File: src/rtl/voxel_column_store_core_assert.svh
// ----------------------------------------------------------------------------
// Voxel column store assertion macros
// Shared concurrent assertion forms, clocked on clock and disabled in reset.
// ----------------------------------------------------------------------------
`ifndef VOXEL_COLUMN_STORE_CORE_ASSERT_SVH
`define VOXEL_COLUMN_STORE_CORE_ASSERT_SVH

// Check a property on every clock edge outside reset
`define VCS_ASSERT(label, prop, msg) \
   label: assert property (@(posedge clock) disable iff (reset) prop) else $error(msg);

// Check that a condition on one edge implies another on the next edge
`define VCS_ASSERT_NEXT(label, ante, cons, msg) \
   label: assert property (@(posedge clock) disable iff (reset) (ante) |=> (cons)) \
      else $error(msg);

`endif

File: src/rtl/vcs_pkg.sv
// ----------------------------------------------------------------------------
// Voxel column store package
// Shared widths, item kinds and the command/status bundles between the
// controller and the datapath.
// ----------------------------------------------------------------------------
package vcs_pkg;

   // Default volume size and scan start
   localparam int STORE_DEPTH_DEF = 65536;
   localparam int SCAN_TOP_DEF    = 127;

   // Field widths
   localparam int POS_W   = 16;
   localparam int ID_W    = 8;
   localparam int META_W  = 4;
   localparam int COORD_W = 4;
   localparam int Y_W     = 8;
   localparam int TOPY_W  = 7;
   localparam int CELL_W  = ID_W + META_W;
   localparam int KIND_W  = 2;
   localparam int REQ_DATA_W = 40;
   localparam int RSP_DATA_W = 32;

   // Item kinds carried on req_tuser
   typedef enum logic [KIND_W-1:0] {
      KIND_WRITE = 2'd0,
      KIND_READ  = 2'd1,
      KIND_SCAN  = 2'd2
   } kind_type;

   // Controller to datapath
   typedef struct packed {
      logic clr_en;      // write zero at the clear pointer and advance it
      logic take;        // word accepted on the request channel
      logic scan_issue;  // read the next y of the column
      logic load_read;   // load the response register from a read
      logic load_scan;   // load the response register from a scan
   } ctrl_cmd_type;

   // Datapath to controller
   typedef struct packed {
      kind_type kind;
      logic     clear_last;
      logic     scan_hit;
      logic     scan_last;
   } dp_status_type;

endpackage

File: src/rtl/vcs_ctrl.sv
// ----------------------------------------------------------------------------
// Voxel column store controller
// Sequences the clearing pass, single-word reads and writes, and the column
// scan; owns the request ready and response valid.
// ----------------------------------------------------------------------------
module vcs_ctrl import vcs_pkg::*; (
   input  logic          clock,
   input  logic          reset,
   input  logic          req_tvalid,
   output logic          req_tready,
   output logic          rsp_tvalid,
   input  logic          rsp_tready,
   input  dp_status_type status,
   output ctrl_cmd_type  cmd
);

   `include "voxel_column_store_core_assert.svh"

   typedef enum logic [2:0] {
      ST_CLEAR,
      ST_IDLE,
      ST_READ,
      ST_SCAN_FILL,
      ST_SCAN
   } state_type;

   state_type state_ff, state_in;
   logic      rsp_valid_ff, rsp_valid_in;
   logic      req_accept;

   // Take a word only when idle and the response register is free or draining
   assign req_tready = (state_ff == ST_IDLE) && (!rsp_valid_ff || rsp_tready);
   assign req_accept = req_tvalid && req_tready;
   assign rsp_tvalid = rsp_valid_ff;

   // Next state and commands
   always_comb begin
      state_in = state_ff;
      cmd      = '0;
      case (state_ff)
         ST_CLEAR: begin
            cmd.clr_en = 1'b1;
            if (status.clear_last) begin
               state_in = ST_IDLE;
            end
         end
         ST_IDLE: begin
            if (req_accept) begin
               cmd.take = 1'b1;
               case (status.kind)
                  KIND_READ: state_in = ST_READ;
                  KIND_SCAN: state_in = ST_SCAN_FILL;
                  default:   state_in = ST_IDLE;
               endcase
            end
         end
         ST_READ: begin
            cmd.load_read = 1'b1;
            state_in      = ST_IDLE;
         end
         ST_SCAN_FILL: begin
            cmd.scan_issue = 1'b1;
            state_in       = ST_SCAN;
         end
         ST_SCAN: begin
            if (status.scan_hit || status.scan_last) begin
               cmd.load_scan = 1'b1;
               state_in      = ST_IDLE;
            end else begin
               cmd.scan_issue = 1'b1;
            end
         end
         default: begin
            state_in = ST_IDLE;
         end
      endcase
   end

   // Hold the response valid until the word is taken
   always_comb begin
      rsp_valid_in = rsp_valid_ff;
      if (rsp_valid_ff && rsp_tready) begin
         rsp_valid_in = 1'b0;
      end
      if (cmd.load_read || cmd.load_scan) begin
         rsp_valid_in = 1'b1;
      end
   end

   always_ff @(posedge clock) begin
      if (reset) begin
         state_ff     <= ST_CLEAR;
         rsp_valid_ff <= 1'b0;
      end else begin
         state_ff     <= state_in;
         rsp_valid_ff <= rsp_valid_in;
      end
   end

   // Response register is always empty when a new result lands
   `VCS_ASSERT(a_load_free, ((cmd.load_read || cmd.load_scan) |-> !rsp_valid_ff), "response overwritten")
   // No word accepted during the clearing pass
   `VCS_ASSERT(a_clear_block, ((state_ff == ST_CLEAR) |-> !req_tready), "accept during clear")
   // A read result is presented once the read has passed from ST_READ into the response valid register
   `VCS_ASSERT(a_read_lat, ((req_accept && status.kind == KIND_READ) |-> ##2 rsp_valid_ff), "read result late")
   // A scan always begins by filling the read pipe
   `VCS_ASSERT_NEXT(a_scan_fill, (req_accept && status.kind == KIND_SCAN), (state_ff == ST_SCAN_FILL), "scan did not start")

endmodule

File: config.mk
export PLATFORM = sky130hd
export DESIGN_NAME = vcs_ctrl
export DESIGN_NICKNAME = d
export VERILOG_FILES = /design/src/rtl/vcs_pkg.sv /design/src/rtl/vcs_ctrl.sv
export VERILOG_INCLUDE_DIRS = /design/src /design/src/rtl
export SDC_FILE = /design/constraint.sdc
export NUM_CORES = 1
export LEC_CHECK = 0
export BUFFER_PORTS_ARGS = -buffer_cell sky130_fd_sc_hd__buf_2
export CAP_MARGIN = 20
export CORE_AREA = 2 2 39 41
export DETAILED_ROUTE_END_ITERATION = 12
export DIE_AREA = 0 0 41 43
export HOLD_SLACK_MARGIN = 0.03
export PLACE_DENSITY = 0.42
export SETUP_SLACK_MARGIN = 0.5
export SLEW_MARGIN = 10
export SYNTH_ARGS = -nofsm -noshare
export SYNTH_HDL_FRONTEND = slang
export SYNTH_SLANG_ARGS = --single-unit
File: constraint.sdc
create_clock -name clock -period 1.07 [get_ports clock]
set_clock_uncertainty 0.1 [all_clocks]
set_input_delay 0 -clock clock [delete_from_list [all_inputs] [get_ports clock]]
set_output_delay 0 -clock clock [all_outputs]
set_load 0.005 [all_outputs]
==> summary.md <==
| Metric | Value |
|---|---|
| # fillers | `roughly 150` |
| Commonest non-fill, non-tap cell in the layout | `buf_2` |
| Initial antenna violation count | `0` |
| Placer Congestion | `~0.67` |
| Leak | `around 0.24 nW` |
| Ant diodes | `0` |
| WHS | `-0.1113 ns` |
| Detailed-route DRC error count | `0` |
| Pwr per Cell Area | `919.3 nW/um2` |
| Cells along the critical path | `buf_6 -> nor4b_4 -> and2_1 -> buf_2` |
| Die X | `41 um` |
| CP startpoint | `state_ff[2]` |
| Vias in the first global route | `approximately 250` |
| Max_cap viols | `0` |
| Vias per std cell | `roughly 4.3` |
| Drt first pass iters | `1` |
| First-pass GRT wire length | `979 um` |
| Clock period minus worst slack | `roughly 1.3 ns` |
| Final period util | `1.211` |
| Grt total ovfl | `0` |
| Critical path type | `flip-flop to output pin` |
| Antenna-violating nets left | `0` |
| Final worst slack | `-0.2256 ns` |
| Via count | `between 200 and 300` |
| Seq/Total Area, Yosys | `0.3265` |
| Utilization after layout | `0.3599` |
| FF+latch count, synth | `4` |
| RSZ-0062 raised after global routing | `yes` |
| Post-synthesis cell type count | `18` |
| Core footprint | `roughly 1400 um2` |
| CP max-delay cell | `dfxtp_4` |
| Final Hold Fails | `4` |
| Max Buffers Root-to-Sink | `2` |
| Post-synthesis area per instance | `between 8 and 9 um2` |
| Drt first-iter violations | `0` |
| Failing checks | `hold timing, setup timing` |
| Worst-Skew Late Latency | `around 0.23 ns` |
| Worst-path maximum fanout | `4` |
| Yosys warns | `0` |
| CTS clk-pin slew, worst paths | `~0.04 ns` |
| Clk sinks | `4` |
| Rel. slew slack | `0.7500` |
| Routed WL per cell | `roughly 10 um` |
| Worst slew pin tran | `between 0.3 and 0.4 ns` |
| Largest net degree at the start of global routing | `7` |
| Starting Density | `0.1772` |
| Synthesized instance count | `29` |
| CP bufs+invs | `2` |
| CTS tree | `built` |
| Status | `finished with violations` |
| Final nets | `66` |
| Worst Setup Start Kind | `flip-flop` |
| Netlist Area Pre-Place | `245.2 um2` |
| Max-slew violations | `0` |
| Min-delay src | `reset` |
| Power, Total | `roughly 460 uW` |
| Gr usage total | `0.08643` |
| Worst endpoint required time | `just under 1 ns` |
| Top delay family on crit path | `simple AND/OR/NAND/NOR gates` |
| Net Count, Synth | `39` |
| CP Capture Type | `output pin` |
| CP arrival | `1.20 ns` |
| CTS buffer count | `3` |
| Layout cell share with drive strength beyond 1 | `0.7037` |
| Worst reg2reg startpoint | `state_ff[2]` |
| Final setup fails | `8` |
| Tightest Hold Check Type | `input port to flip-flop` |
| Num ports | `16` |
| Placed Cells | `64` |
| Worst stage delay on the critical path | `roughly 0.34 ns` |
| Port Buffers | `15` |
| Most frequent cells in the layout | `13 x buf_2, 5 x buf_4, 4 x buf_6` |
| Fin cells | `70` |
| Fmax achieved | `771.8 MHz` |
| Die height | `roughly 43 um` |
| Detailed Route WL | `around 730 um` |
| CTS root buffer | `clkbuf_4` |
| Area Overhead vs Synth | `103.1%` |
| Row cnt | `14` |
| H-tree Lvls | `1` |
| Worst VDD drop | `approximately 0.34 mV` |
| DIE AREA | `1763 um2` |
==> metrics by stage <==
| step | cell area (um2) | hold slack (ns) | setup slack, ns | setup TNS [ns] |
|---|---|---|---|---|
| 2_1_floorplan | 277.8 | -0.03835 | -0.02898 | -0.02898 |
| 3_3_place_gp | 402.9 | 0.1386 | -0.04845 | -0.06990 |
| 3_5_place_dp | 402.9 | 0.1314 | -0.05847 | -0.08535 |
| 4_1_cts | 437.9 | -0.1147 | -0.2382 | -1.030 |
| 5_1_grt | 498.0 | -0.1079 | -0.2719 | -1.545 |
| 6_report | 498.0 | -0.1113 | -0.2256 | -1.076 |
==> sequential cells by signal (all words and copies together) (netlist names) <==
signal	flops
rsp_tvalid	1
state_ff	3
==> cell families after synthesis <==
| kind of cell | count (synthesis) | share of synthesized area |
|---|---|---|
| simple gates | 15 | 0.3776 |
| fa+ha+maj | 1 | 0.05101 |
| buf+inv | 3 | 0.04592 |
| compound gates | 6 | 0.1990 |
| flops | 4 | 0.3265 |
==> layout make-up <==
| cell class | instances | area [um2] | share of cell area |
|---|---|---|---|
| clock buffers | 3 | 22.52 | 0.04523 |
| inverters | 3 | 11.26 | 0.02261 |
| multi-input cells | 22 | 203.9 | 0.4095 |
| repair buffers | 22 | 147.6 | 0.2965 |
| flip-flops and latches | 4 | 92.59 | 0.1859 |
| well taps | 16 | 20.02 | 0.04020 |
==> path summary, 6_finish.rpt <==
kind	endpoint	slack, ns	cells past startpoint
worst min-delay path	state_ff[2]	-0.11	2
worst max-delay path	cmd[3]	-0.23	4
worst max register to register	state_ff[1]	-0.14	4
worst min register to register	rsp_tvalid	0.45	2
==> routing by layer <==
layer  track usage  up-vias  part of all wire
met1        0.1097      125              0.40
li1              -      157                 -
met5             0        -                 0
met3       0.01571        2              0.11
met2        0.1063       15              0.47
met4        0.1000        0             0.019
==> timing repair <==
item	CTS	global route
pin swaps	0	7
endpoints found under the setup margin	11	11
buffers inserted	1	2
endpoints found under the hold margin	4	4
resized for setup	2	9
==> cell usage after synthesis <==
cell type / number / share of area
dfxtp_1: 4 / 0.33
inv_1: 3 / 0.046
nand2b_1: 3 / 0.077
nor2_1: 3 / 0.046
nand2_1: 2 / 0.031
nor3_1: 2 / 0.041
a21oi_1: 1 / 0.020
a221oi_2: 1 / 0.061
a31oi_1: 1 / 0.026
and2_1: 1 / 0.026
and4b_1: 1 / 0.041
ha_1: 1 / 0.051
nor3b_1: 1 / 0.031
nor4b_2: 1 / 0.061
o21ai_1: 1 / 0.020
o2bb2ai_1: 1 / 0.036
o31a_1: 1 / 0.036
or2_1: 1 / 0.026
==> power by group <==
part | switching, mW | internal, mW | leakage [nW]
clock | 0.0569 | 0.125 | 0.0138
combinational | 0.0458 | 0.0721 | 0.195
sequential | 0.00696 | 0.151 | 0.0352
total | 0.110 | 0.348 | 0.244
(Power assumes the default switching activity.)
